## src/acm_pkg.sv

```systemverilog
package acm_pkg;

	localparam int SAMPLE_W  = 24;
	localparam int COEF_W    = 18;
	localparam int COEF_FRAC = COEF_W - 4;
	localparam int PROD_W    = SAMPLE_W + COEF_W;
	localparam int ACC_W     = 45;
	localparam int NUM_CH    = 8;
	localparam int CH_W      = 3;
	localparam int ADDR_W    = 2 * CH_W;
	localparam int CNT_W     = 4;
	localparam int IN_TDATA_W  = 48;
	localparam int OUT_TDATA_W = 32;

	localparam logic OPC_SAMPLE = 1'b0;
	localparam logic OPC_COEF   = 1'b1;

	localparam logic CFG_IN_COUNT  = 1'b0;
	localparam logic CFG_OUT_COUNT = 1'b1;

	localparam logic [CNT_W-1:0] COUNT_RESET = 4'd2;

	typedef struct packed {
		logic            coef_we;
		logic            sample_ld;
		logic            mac_issue;
		logic [CH_W-1:0] mac_row;
		logic [CH_W-1:0] col;
		logic            emit_ld;
		logic [CH_W-1:0] emit_ch;
		logic            emit_last;
		logic            acc_clr;
	} acm_cmd_t;

	typedef struct packed {
		logic out_free;
	} acm_sts_t;

	// A count of zero means one channel; anything above the store size is capped.
	function automatic logic [CNT_W-1:0] clamp_count(input logic [CNT_W-1:0] c);
		logic [CNT_W-1:0] r;
		if (c == '0) begin
			r = CNT_W'(1);
		end else if (c > CNT_W'(NUM_CH)) begin
			r = CNT_W'(NUM_CH);
		end else begin
			r = c;
		end
		return r;
	endfunction

endpackage

```

## src/audio_channel_matrix_mixer.sv

```systemverilog
// Sample item: accepted while idle, then a multiply-accumulate pass over the output channels,
// one product a cycle through the coefficient memory read and the multiplier stage.
// At frame end each output channel's result moves to the output register in turn, waiting while it is not free.
// No new item is accepted until the pass, and at frame end the output of every channel, is done.
// Reset clears the counts to two, the accumulators and all coefficient valid bits at once.
module audio_channel_matrix_mixer
	import acm_pkg::*;
(
	input  logic                   clk,
	input  logic                   arst_n,
	input  logic                   cfg_wr_en,
	input  logic                   cfg_addr,
	input  logic [CNT_W-1:0]       cfg_wdata,
	input  logic                   s_tvalid,
	output logic                   s_tready,
	// sample_value[23:0], coef_out_index[26:24], coef_in_index[29:27], coef_value[47:30]
	input  logic [IN_TDATA_W-1:0]  s_tdata,
	// opcode
	input  logic                   s_tuser,
	output logic                   m_tvalid,
	input  logic                   m_tready,
	// mixed_sample[23:0], out_channel[26:24], zero fill[31:27]
	output logic [OUT_TDATA_W-1:0] m_tdata,
	output logic                   m_tlast
);

	acm_cmd_t                   cmd;
	acm_sts_t                   sts;
	logic signed [SAMPLE_W-1:0] mixed_sample;
	logic [CH_W-1:0]            out_channel;

	acm_ctrl u_ctrl (
		.clk       (clk),
		.arst_n    (arst_n),
		.cfg_wr_en (cfg_wr_en),
		.cfg_addr  (cfg_addr),
		.cfg_wdata (cfg_wdata),
		.s_tvalid  (s_tvalid),
		.s_tuser   (s_tuser),
		.s_tready  (s_tready),
		.sts       (sts),
		.cmd       (cmd)
	);

	acm_datapath u_dp (
		.clk            (clk),
		.arst_n         (arst_n),
		.cmd            (cmd),
		.sts            (sts),
		.sample_value   (s_tdata[SAMPLE_W-1:0]),
		.coef_out_index (s_tdata[SAMPLE_W+CH_W-1:SAMPLE_W]),
		.coef_in_index  (s_tdata[SAMPLE_W+2*CH_W-1:SAMPLE_W+CH_W]),
		.coef_value     (s_tdata[SAMPLE_W+2*CH_W+COEF_W-1:SAMPLE_W+2*CH_W]),
		.m_tvalid       (m_tvalid),
		.m_tready       (m_tready),
		.mixed_sample   (mixed_sample),
		.out_channel    (out_channel),
		.last_in_frame  (m_tlast)
	);

	assign m_tdata = {{(OUT_TDATA_W - SAMPLE_W - CH_W){1'b0}}, out_channel, mixed_sample};

endmodule

```

## src/acm_ctrl.sv

```systemverilog
module acm_ctrl
	import acm_pkg::*;
(
	input  logic             clk,
	input  logic             arst_n,
	input  logic             cfg_wr_en,
	input  logic             cfg_addr,
	input  logic [CNT_W-1:0] cfg_wdata,
	input  logic             s_tvalid,
	input  logic             s_tuser,
	output logic             s_tready,
	input  acm_sts_t         sts,
	output acm_cmd_t         cmd
);

	typedef enum logic [1:0] {ST_IDLE, ST_MAC, ST_EMIT} state_t;

	state_t            state_q;
	logic [CNT_W-1:0]  in_cnt_q;
	logic [CNT_W-1:0]  out_cnt_q;
	logic [CH_W-1:0]   pos_q;
	logic [CNT_W-1:0]  step_q;
	logic [CH_W-1:0]   och_q;

	logic [CNT_W-1:0]  n_in;
	logic [CNT_W-1:0]  n_out;
	logic              accept;
	logic              emit_last;

	assign n_in      = clamp_count(in_cnt_q);
	assign n_out     = clamp_count(out_cnt_q);
	assign s_tready  = (state_q == ST_IDLE);
	assign accept    = s_tvalid && s_tready;
	assign emit_last = ({1'b0, och_q} == n_out - CNT_W'(1));

	always_comb begin
		cmd           = '0;
		cmd.coef_we   = accept && (s_tuser == OPC_COEF);
		cmd.sample_ld = accept && (s_tuser == OPC_SAMPLE);
		cmd.col       = pos_q;
		cmd.mac_issue = (state_q == ST_MAC) && (step_q < n_out);
		cmd.mac_row   = step_q[CH_W-1:0];
		cmd.emit_ld   = (state_q == ST_EMIT) && sts.out_free;
		cmd.emit_ch   = och_q;
		cmd.emit_last = emit_last;
		cmd.acc_clr   = cmd.emit_ld && emit_last;
	end

	always_ff @(posedge clk or negedge arst_n) begin
		if (!arst_n) begin
			state_q   <= ST_IDLE;
			in_cnt_q  <= COUNT_RESET;
			out_cnt_q <= COUNT_RESET;
			pos_q     <= '0;
			step_q    <= '0;
			och_q     <= '0;
		end else begin
			if (cfg_wr_en) begin
				if (cfg_addr == CFG_IN_COUNT) begin
					in_cnt_q <= cfg_wdata;
				end else begin
					out_cnt_q <= cfg_wdata;
				end
			end
			case (state_q)
				ST_IDLE: begin
					if (accept && (s_tuser == OPC_SAMPLE)) begin
						state_q <= ST_MAC;
						step_q  <= '0;
					end
				end
				ST_MAC: begin
					// Waits until the last product has landed in its accumulator.
					if (step_q == n_out + CNT_W'(1)) begin
						if ({1'b0, pos_q} + CNT_W'(1) < n_in) begin
							pos_q   <= pos_q + CH_W'(1);
							state_q <= ST_IDLE;
						end else begin
							pos_q   <= '0;
							och_q   <= '0;
							state_q <= ST_EMIT;
						end
					end else begin
						step_q <= step_q + CNT_W'(1);
					end
				end
				ST_EMIT: begin
					if (sts.out_free) begin
						if (emit_last) begin
							state_q <= ST_IDLE;
						end else begin
							och_q <= och_q + CH_W'(1);
						end
					end
				end
				default: begin
					state_q <= ST_IDLE;
				end
			endcase
		end
	end

	a_sample_starts_mac: assert property (@(posedge clk) disable iff (!arst_n)
		(s_tvalid && s_tready && s_tuser == OPC_SAMPLE) |=> (state_q == ST_MAC))
		else $error("sample item did not start the multiply pass");

	a_emit_pos_clear: assert property (@(posedge clk) disable iff (!arst_n)
		(state_q == ST_EMIT) |-> (pos_q == '0))
		else $error("channel position not cleared during frame output");

	a_clear_on_last: assert property (@(posedge clk) disable iff (!arst_n)
		cmd.acc_clr |-> (cmd.emit_ld && {1'b0, cmd.emit_ch} == n_out - CNT_W'(1)))
		else $error("accumulators cleared before the last output channel");

	a_no_issue_idle: assert property (@(posedge clk) disable iff (!arst_n)
		cmd.mac_issue |-> !s_tready)
		else $error("multiply issued while input is open");

endmodule

```

## src/acm_datapath.sv

```systemverilog
module acm_datapath
	import acm_pkg::*;
(
	input  logic                       clk,
	input  logic                       arst_n,
	input  acm_cmd_t                   cmd,
	output acm_sts_t                   sts,
	input  logic signed [SAMPLE_W-1:0] sample_value,
	input  logic [CH_W-1:0]            coef_out_index,
	input  logic [CH_W-1:0]            coef_in_index,
	input  logic signed [COEF_W-1:0]   coef_value,
	output logic                       m_tvalid,
	input  logic                       m_tready,
	output logic signed [SAMPLE_W-1:0] mixed_sample,
	output logic [CH_W-1:0]            out_channel,
	output logic                       last_in_frame
);

	localparam int DEPTH = NUM_CH * NUM_CH;
	localparam int SH_W  = ACC_W + 1 - COEF_FRAC;

	logic signed [COEF_W-1:0]   coef_mem [DEPTH];
	logic [DEPTH-1:0]           coef_vld_q;
	logic [ADDR_W-1:0]          waddr;
	logic [ADDR_W-1:0]          raddr;

	logic signed [SAMPLE_W-1:0] sample_q;
	logic signed [COEF_W-1:0]   coef_rd_s1;
	logic                       vld_s1;
	logic                       mac_s1;
	logic [CH_W-1:0]            row_s1;
	logic signed [COEF_W-1:0]   coef_g;
	logic signed [PROD_W-1:0]   prod;
	logic signed [PROD_W-1:0]   prod_s2;
	logic                       mac_s2;
	logic [CH_W-1:0]            row_s2;
	logic signed [ACC_W-1:0]    acc_q [NUM_CH];

	logic signed [ACC_W-1:0]    acc_sel;
	logic signed [ACC_W:0]      rnd;
	logic signed [SH_W-1:0]     sh;
	logic signed [SAMPLE_W-1:0] sat;
	logic                       m_tvalid_q;

	assign waddr = {coef_out_index, coef_in_index};
	assign raddr = {cmd.mac_row, cmd.col};

	always_ff @(posedge clk) begin
		if (cmd.coef_we) begin
			coef_mem[waddr] <= coef_value;
		end
		coef_rd_s1 <= coef_mem[raddr];
		if (cmd.sample_ld) begin
			sample_q <= sample_value;
		end
		row_s1  <= cmd.mac_row;
		row_s2  <= row_s1;
		prod_s2 <= prod;
	end

	// Entries never written since reset read as zero.
	always_ff @(posedge clk or negedge arst_n) begin
		if (!arst_n) begin
			coef_vld_q <= '0;
			vld_s1     <= 1'b0;
			mac_s1     <= 1'b0;
			mac_s2     <= 1'b0;
		end else begin
			if (cmd.coef_we) begin
				coef_vld_q[waddr] <= 1'b1;
			end
			vld_s1 <= coef_vld_q[raddr];
			mac_s1 <= cmd.mac_issue;
			mac_s2 <= mac_s1;
		end
	end

	assign coef_g = vld_s1 ? coef_rd_s1 : '0;
	assign prod   = sample_q * coef_g;

	always_ff @(posedge clk or negedge arst_n) begin
		if (!arst_n) begin
			for (int i = 0; i < NUM_CH; i++) begin
				acc_q[i] <= '0;
			end
		end else if (cmd.acc_clr) begin
			for (int i = 0; i < NUM_CH; i++) begin
				acc_q[i] <= '0;
			end
		end else if (mac_s2) begin
			acc_q[row_s2] <= acc_q[row_s2] + {{(ACC_W - PROD_W){prod_s2[PROD_W-1]}}, prod_s2};
		end
	end

	// Round half up to Q1.23, then saturate.
	always_comb begin
		acc_sel = acc_q[cmd.emit_ch];
		rnd     = {acc_sel[ACC_W-1], acc_sel} + (ACC_W+1)'(1 << (COEF_FRAC - 1));
		sh      = rnd[ACC_W:COEF_FRAC];
		if (sh[SH_W-1:SAMPLE_W-1] == '0 || sh[SH_W-1:SAMPLE_W-1] == '1) begin
			sat = sh[SAMPLE_W-1:0];
		end else if (sh[SH_W-1]) begin
			sat = {1'b1, {(SAMPLE_W - 1){1'b0}}};
		end else begin
			sat = {1'b0, {(SAMPLE_W - 1){1'b1}}};
		end
	end

	always_ff @(posedge clk) begin
		if (cmd.emit_ld) begin
			mixed_sample  <= sat;
			out_channel   <= cmd.emit_ch;
			last_in_frame <= cmd.emit_last;
		end
	end

	always_ff @(posedge clk or negedge arst_n) begin
		if (!arst_n) begin
			m_tvalid_q <= 1'b0;
		end else if (cmd.emit_ld) begin
			m_tvalid_q <= 1'b1;
		end else if (m_tready) begin
			m_tvalid_q <= 1'b0;
		end
	end

	assign m_tvalid     = m_tvalid_q;
	assign sts.out_free = !m_tvalid_q || m_tready;

	a_clear_not_mac: assert property (@(posedge clk) disable iff (!arst_n)
		mac_s2 |-> !cmd.acc_clr)
		else $error("accumulator clear collides with a pending product");

	a_no_write_in_mac: assert property (@(posedge clk) disable iff (!arst_n)
		(mac_s1 || mac_s2 || cmd.mac_issue) |-> !cmd.coef_we)
		else $error("coefficient write during a multiply pass");

	a_pipe_follows: assert property (@(posedge clk) disable iff (!arst_n)
		cmd.mac_issue |=> mac_s1 ##1 mac_s2)
		else $error("multiply pipeline lost a product");

endmodule
```

## config.mk

```make
export PLATFORM = sky130hd
export DESIGN_NAME = audio_channel_matrix_mixer
export DESIGN_NICKNAME = d
export VERILOG_FILES = /design/src/acm_pkg.sv /design/src/audio_channel_matrix_mixer.sv /design/src/acm_ctrl.sv /design/src/acm_datapath.sv
export SDC_FILE = /design/constraint.sdc
export NUM_CORES = 2
export LEC_CHECK = 0
export BUFFER_PORTS_ARGS = -buffer_cell sky130_fd_sc_hd__buf_2
export CAP_MARGIN = 40
export CORE_ASPECT_RATIO = 0.8
export CORE_UTILIZATION = 30
export DETAILED_ROUTE_END_ITERATION = 7
export MAX_ROUTING_LAYER = met4
export PLACE_DENSITY_LB_ADDON = 0.15
export SLEW_MARGIN = 10
export SYNTH_ARGS = -nofsm -noshare
export SYNTH_HDL_FRONTEND = slang
export SYNTH_HIERARCHICAL = 1
export SYNTH_SLANG_ARGS = --single-unit
```

## constraint.sdc

```tcl
create_clock -name clk -period 7 [get_ports clk]
set_input_delay 1.4 -clock clk [delete_from_list [all_inputs] [get_ports clk]]
set_output_delay 1.4 -clock clk [all_outputs]
set_load 0.1 [all_outputs]
```

# Yosys cells after proc, flatten, opt, wreduce, memory -nomap -nowiden
# Memories as Yosys holds them, arrays and structs flattened. A register that Yosys moved wholly into a read port is not among the register bits.
# Cells that the tools add are included.
dict set report totals {
  in_bits 59
  ram_bits 1152
  elab_cells 129
  output_inout_bits 35
  ff_bits 548
  memories 1
}
dict set report op_classes {
  n_lt_le_gt_ge 10
  n_eq_ne 12
  mux 41
  n_reduce_logical 25
  bitwise 5
  n_mul 1
  n_addsub 8
}
# name depth width read_ports rd_ports_with_merged_regs write_ports line_no
set mem_list {}
lappend mem_list {u_dp.coef_mem 64 18 1 1 1 acm_datapath.sv:22} ;# logic signed [COEF_W-1:0] coef_mem [DEPTH];
# op n
set ops {}
lappend ops {{360-bit two-way mux} 2}
lappend ops {{360-bit bitwise mux} 1}
lappend ops {{45-bit binary-select mux with 3-bit select} 2}
lappend ops {{45-bit two-way mux} 5}
lappend ops {{45-bit demux with 3-bit select} 1}
lappend ops {{64-bit bitwise OR} 1}
lappend ops {{24-bit two-way mux} 2}
lappend ops {{45-bit by 15-bit adder with 46-bit output, second input constant} 1}
lappend ops {{45-bit adder} 1}
lappend ops {{24-bit by 18-bit multiplier with 42-bit output} 1}
lappend ops {{4-bit two-way mux} 6}
lappend ops {{18-bit two-way mux} 1}
lappend ops {{3-bit two-way mux} 5}
lappend ops {{6-bit by 7-bit less-than comparator with 1-bit output, second input constant} 2}
lappend ops {{2-bit two-way mux} 5}
lappend ops {{2-bit != test, second input constant} 5}
lappend ops {{9-bit equality test, second input constant} 1}
lappend ops {{9-bit logical NOT} 1}
lappend ops {{4-bit by 1-bit adder with 4-bit output, second input constant} 2}
lappend ops {{4-bit >= comparator, second input constant} 2}
lappend ops {{4-bit > comparator, second input constant} 2}
lappend ops {{1-bit logical AND} 8}
lappend ops {{4-bit logical NOT} 2}
lappend ops {{4-bit less-than comparator} 2}
lappend ops {{other kinds (26)} 41}

# Longest topological paths before layout
dict set report depth {
  depth_word 8
  ltp_mapped 27
  ltp_nobuf 24
}

# Modules after synthesis
# The synthesis kept the hierarchy.
# mod seq_area_each_um2 instances area_each_um2 cells_per_inst
set modules_own_cells {}
lappend modules_own_cells {acm_datapath 48186.2 1 85045.3 5545}
lappend modules_own_cells {acm_ctrl 503.0 1 1357.6 129}
lappend modules_own_cells {audio_channel_matrix_mixer 0.0 1 41.3 6}

# Least setup slack after synthesis
# No wires, ideal clock.
dict set report synth_timing {
  path_type {flip-flop to flip-flop}
  start {register u_dp.vld_s1}
  end {register u_dp.prod_s2[41]}
  path_buffers 2
  arrival_ns 6.804
  t_required_ns 6.880
  stages_incl_launch_ff 25
  setup_time_ns 0.120
  synth_period_minus_slack_ns 6.924
  setup_slack_ns 0.076
  path_cell_list {dfrtp_1 -> clkbuf_1 -> and2_1 -> clkbuf_1 -> nand2_1 -> fa_1 -> fa_1 -> fa_1 -> inv_1 -> fa_1 -> fa_1 -> inv_1 -> fa_1 -> inv_1 -> ha_1 -> and3_1 -> a31o_2 -> a41oi_1 -> a21oi_1 -> a221oi_1 -> a31oi_1 -> a221oi_1 -> o2111a_1 -> nor2_1 -> a211o_1}
}
dict set report synth_via {
  elab_chain_len 2
}
# element line_no
set synth_rtl {}
lappend synth_rtl {{start: declaration} acm_datapath.sv:29} ;# logic vld_s1;
lappend synth_rtl {{start signal: assignment} acm_datapath.sv:72} ;# vld_s1 <= coef_vld_q[raddr];
lappend synth_rtl {{18-bit two-way mux} acm_datapath.sv:78} ;# assign coef_g = vld_s1 ? coef_rd_s1 : '0;
lappend synth_rtl {{24-bit by 18-bit multiplier with 42-bit output} acm_datapath.sv:79} ;# assign prod = sample_q * coef_g;
lappend synth_rtl {{via u_dp.prod[41]} acm_datapath.sv:33} ;# logic signed [PROD_W-1:0] prod;
lappend synth_rtl {{end signal: assignment} acm_datapath.sv:58} ;# prod_s2 <= prod;
lappend synth_rtl {{end: declaration} acm_datapath.sv:34} ;# logic signed [PROD_W-1:0] prod_s2;
# The timed path passes the listed nets, and every way through them passes these cells.
# A chain may end at the register's enable or synchronous reset.

# Final worst setup path
# Ends and elaborated chain as after synthesis.

==> flow_metrics.py <==
metrics = {
    "setup_path": {
        "timing.critical_path.depth": 26,
        "required_time_of_the_critical_path_ns": 7.68,
        "worstSetupPathType": "reg2reg",
        "worst-r2r-cell-count": 26,
        "slowest_stage": "dfrtp_4",
        "cp_top_family": "adder cells",
        "critPathLaunchType": "flip-flop",
        "critPathMaxFanout": 29,
        "crit_path_max_incr_delay_ns": 0.55,
        "cp-end-kind": "flip-flop",
        "critical_path_arrival_ns": 7.67,
        "worst-path-buf-inv": 8,
        "critPathMostFrequentCell": "fa_1",
    },
    "route": {
        "number_of_routed_nets_with_antenna_violations": 0,
        "wl_met3_um": 13200,
        "avgViaCountPerCell": 5.13,
        "drc_violation_total_after_the_first_tritonroute_iteration": 4471,
        "top_signal_layer_used": "met4",
        "routedWlPerCell_um": 26.9,
        "drc": 0,
        "drt-total-wl_um": 267000,
        "drtPass1Iterations": 5,
        "detailroute.via_count": 50900,
        "wl_met1_um": 122000,
        "dr_wl_met2_um": 126000,
    },
    "worst_hold_path": {
        "min_path_type": "reg2reg",
        "hold_depth": 0,
    },
    "sta": {
        "finalSetupViolations": 0,
        "totalNegativeSetupSlack_ns": 0,
        "rsz0062_at_grt": "true",
        "fmaxAchievable_ghz": 0.143,
        "finalWorstPathRequiredPeriod_ns": 6.99,
        "skew_ns": 0.0885,
        "final_max_slew_viol_count": 0,
        "max_slew.worst_pin.slew_ns": 1.20,
        "final_min_period_over_clock_period_pct": 99.9,
        "timing_hold_violations_final": 0,
        "postLayoutSetupSlackWorst_ns": 0.00693,
        "relSlewSlack_pct": 19.8,
    },
    "logic_synthesis": {
        "netlist.top_cell.by_area": "edfxtp_1",
        "synth_area_um2": 86400,
        "synth.top_cells.by_area": "edfxtp_1 (42%), dfrtp_1 (13%), mux4_2 (12%), fa_1 (9.9%), a22o_1 (3.3%)",
        "average_instance_area_after_synthesis_um2": 15.2,
        "synth-edff-count": 1204,
        "yosysWarningCount": 6,
        "synth_cell_types": 108,
        "synth_cells": 5680,
        "yosysTopAreaCellShare_pct": 41.8,
        "synth-main-ff-cell": "edfxtp_1",
        "synth.yosys.seq_area_share_pct": 56.3,
        "async_flop_share_pct": 26.1,
        "yosys_register_bits": 1718,
    },
    "final_layout": {
        "layout.area.seq_um2": 48700,
        "fin_util_pct": 35.1,
        "final_design_area_no_fill_um2": 100000,
        "multi_input_comb_area_um2": 34800,
        "area_growth_pct": 15.7,
        "fin_nets": 6600,
        "num-fill-cells": 27300,
        "drive_gt1_share_pct": 24.4,
    },
    "die": {
        "fp.dieArea_um2": 290000,
        "io_pins": 94,
        "die_width_um": 602,
        "floorplan.initialDensity_pct": 30.3,
        "core_area_um2": 285000,
        "dieHeight_um": 482,
        "std_cell_rows": 175,
    },
    "placement": {
        "postPlaceCellArea_um2": 93400,
        "port_buffers": 88,
        "detailedPlacementHpwl_um": 167000,
        "placement.setup.worst_slack_ns": -0.168,
        "finalWeightedCongestion": 0.824,
    },
    "cts": {
        "cts_max_level": 4,
        "cts_buffer_depth": 4,
        "cts_num_sinks": 1718,
        "buffer_cell_driving_the_clock_tree_root": "clkbuf_16",
        "numCtsBuffers": 188,
        "cts.reportedPaths.clkPinSlew_ns": 0.06,
        "cts_tree": "yes",
        "clock_insertion_delay_worst_skew_ns": 0.88,
    },
    "global_route": {
        "number_of_antenna_violations_at_the_first_check_in_global_routing": 23,
        "grtUsageTotal_pct": 19.0,
        "first_global_vias": 53600,
        "grt_first_pass_wirelength_um": 391000,
        "grt_start_max_net_pins": 124,
        "global_route.overflow_total": 0,
    },
    "power": {
        "powerDensity_nw_per_um2": 399,
        "cellLeakagePower_nw": 38.3,
        "ir_worst_vdd_uv": 218,
    },
    "job": {
        "drv_cap": 0,
    },
    "run_status": {
        "outcome": "completed",
    },
}
-- worst paths after layout --
check | startpoint | to | slack [ns]
setup / recovery | u_dp/vld_s1 | u_dp/prod_s2[41] | 0.007
hold / removal | u_dp/row_s1[2] | u_dp/row_s2[2] | 0.33
setup reg to reg | u_dp/vld_s1 | u_dp/prod_s2[41] | 0.007
hold reg to reg | u_dp/row_s1[2] | u_dp/row_s2[2] | 0.33
max in group asynchronous | arst_n | u_dp/acc_q[216] | 4.98
min in group asynchronous | arst_n | u_dp/acc_q[233] | 0.65
-- power by group --
part           switching [W]  total, W  leakage [nW]  internal, W
clock network        0.00422   0.00984          2.95      0.00563
registers            0.00121    0.0134          17.3       0.0122
logic                0.00989    0.0167          18.1      0.00682
-- final cells by class --
class / instances / area share, %
sequential: 1718 / 48.7
multi-input combinational: 3072 / 34.8
clock buffer: 252 / 5.17
tap: 3805 / 4.76
timing repair buffer: 432 / 3.70
inverter: 541 / 2.03
clock inverter: 87 / 0.782
antenna: 17 / 0.0425
-- Yosys cell counts, drive strengths merged (21+ instances only) --
| cell | number |
|---|---|
| fa | 426 |
| nand4 | 57 |
| a22o | 328 |
| and2 | 36 |
| nor2 | 133 |
| xnor2 | 77 |
| nor2b | 21 |
| a21oi | 91 |
| inv | 541 |
| mux4 | 467 |
| a22oi | 183 |
| nor3 | 22 |
| mux2i | 29 |
| dfxtp | 66 |
| ha | 162 |
| dfrtp | 446 |
| nand2 | 392 |
| clkbuf | 271 |
| o21ai | 101 |
| edfxtp | 1204 |
| or2 | 75 |
| buf | 82 |
| a21o | 40 |
| xor2 | 39 |
| nand3 | 42 |
| and3 | 160 |
-- cells in the final DEF, fill, tap and decap left out, types with 27 or more instances in the layout --
cell type  Yosys  layout
buf_12         3      35
xor2_1        38      38
and3_1       158     150
xnor2_1       77      77
o21ai_0       79      78
dfxtp_1       66      66
mux4_2       455     455
mux2i_1       27      27
buf_4         15     289
clkbuf_1     268      42
a21oi_1       90      78
nand2_1      392     381
clkinv_2       0      40
or2_2         73      73
fa_1         426     419
nand3_1       41      41
ha_1         162     152
a22oi_1      182     182
clkbuf_16      0     190
a21o_1        40      40
nor2_1       132      67
nand4_1       56      56
inv_1        541     522
buf_2          4      89
edfxtp_1    1204    1204
nor2_2         1      63
a22o_1       328     328
dfrtp_1      446     437
-- cells by family after synthesis --
| family | after synthesis | synth area share, % |
|---|---|---|
| simple gates | 1000 | 5.83 |
| buf+inv | 894 | 4.14 |
| fa+ha+maj | 588 | 12.2 |
| other cells | 1 | 0.00434 |
| mux | 507 | 12.7 |
| compound gates | 856 | 7.60 |
| xor+xnor | 116 | 1.18 |
| flops | 1718 | 56.3 |
-- flip-flops by register name (all words and copies together), names as in the netlist, 2 cells and up --
register and count:
u_ctrl/och_q 3, u_dp/out_channel 3, u_dp/row_s2 3, u_dp/coef_rd_s1 18, u_ctrl/in_cnt_q 4, u_dp/row_s1 3
u_dp/sample_q 24, u_dp/mixed_sample 24, u_ctrl/pos_q 3, u_ctrl/state_q 2, u_dp/acc_q 360, u_dp/coef_vld_q 64
u_ctrl/step_q 4, u_ctrl/out_cnt_q 4, u_dp/prod_s2 42, u_dp/coef_mem 1152
-- metal layers --
metal  vias up  GRT usage [%]
met5         -              -
met4         0           3.85
met3       354           2.36
met2      1430           30.1
met1     27400           26.3
li1      21700              -
-- what timing repair did --
action | in CTS | in global routing
setup endpoints to repair | 4 | 9
gates cloned | 3 | 1
gates resized for setup | 36 | 76
hold buffers | 0 | 0
buffers inserted | 9 | 10
pin swaps | 27 | 46
-- through the flow --
step	cells	hold WS [ns]	power (W)
5_1_grt	9917	0.343	0.0421
2_1_floorplan	5684	0.310	0.0238
6_report	9924	0.333	0.0399
3_5_place_dp	9547	0.323	0.0301
4_1_cts	9898	0.337	0.0403
3_3_place_gp	9526	0.317	0.0299
Note: power is estimated with default switching activity, not from simulation.
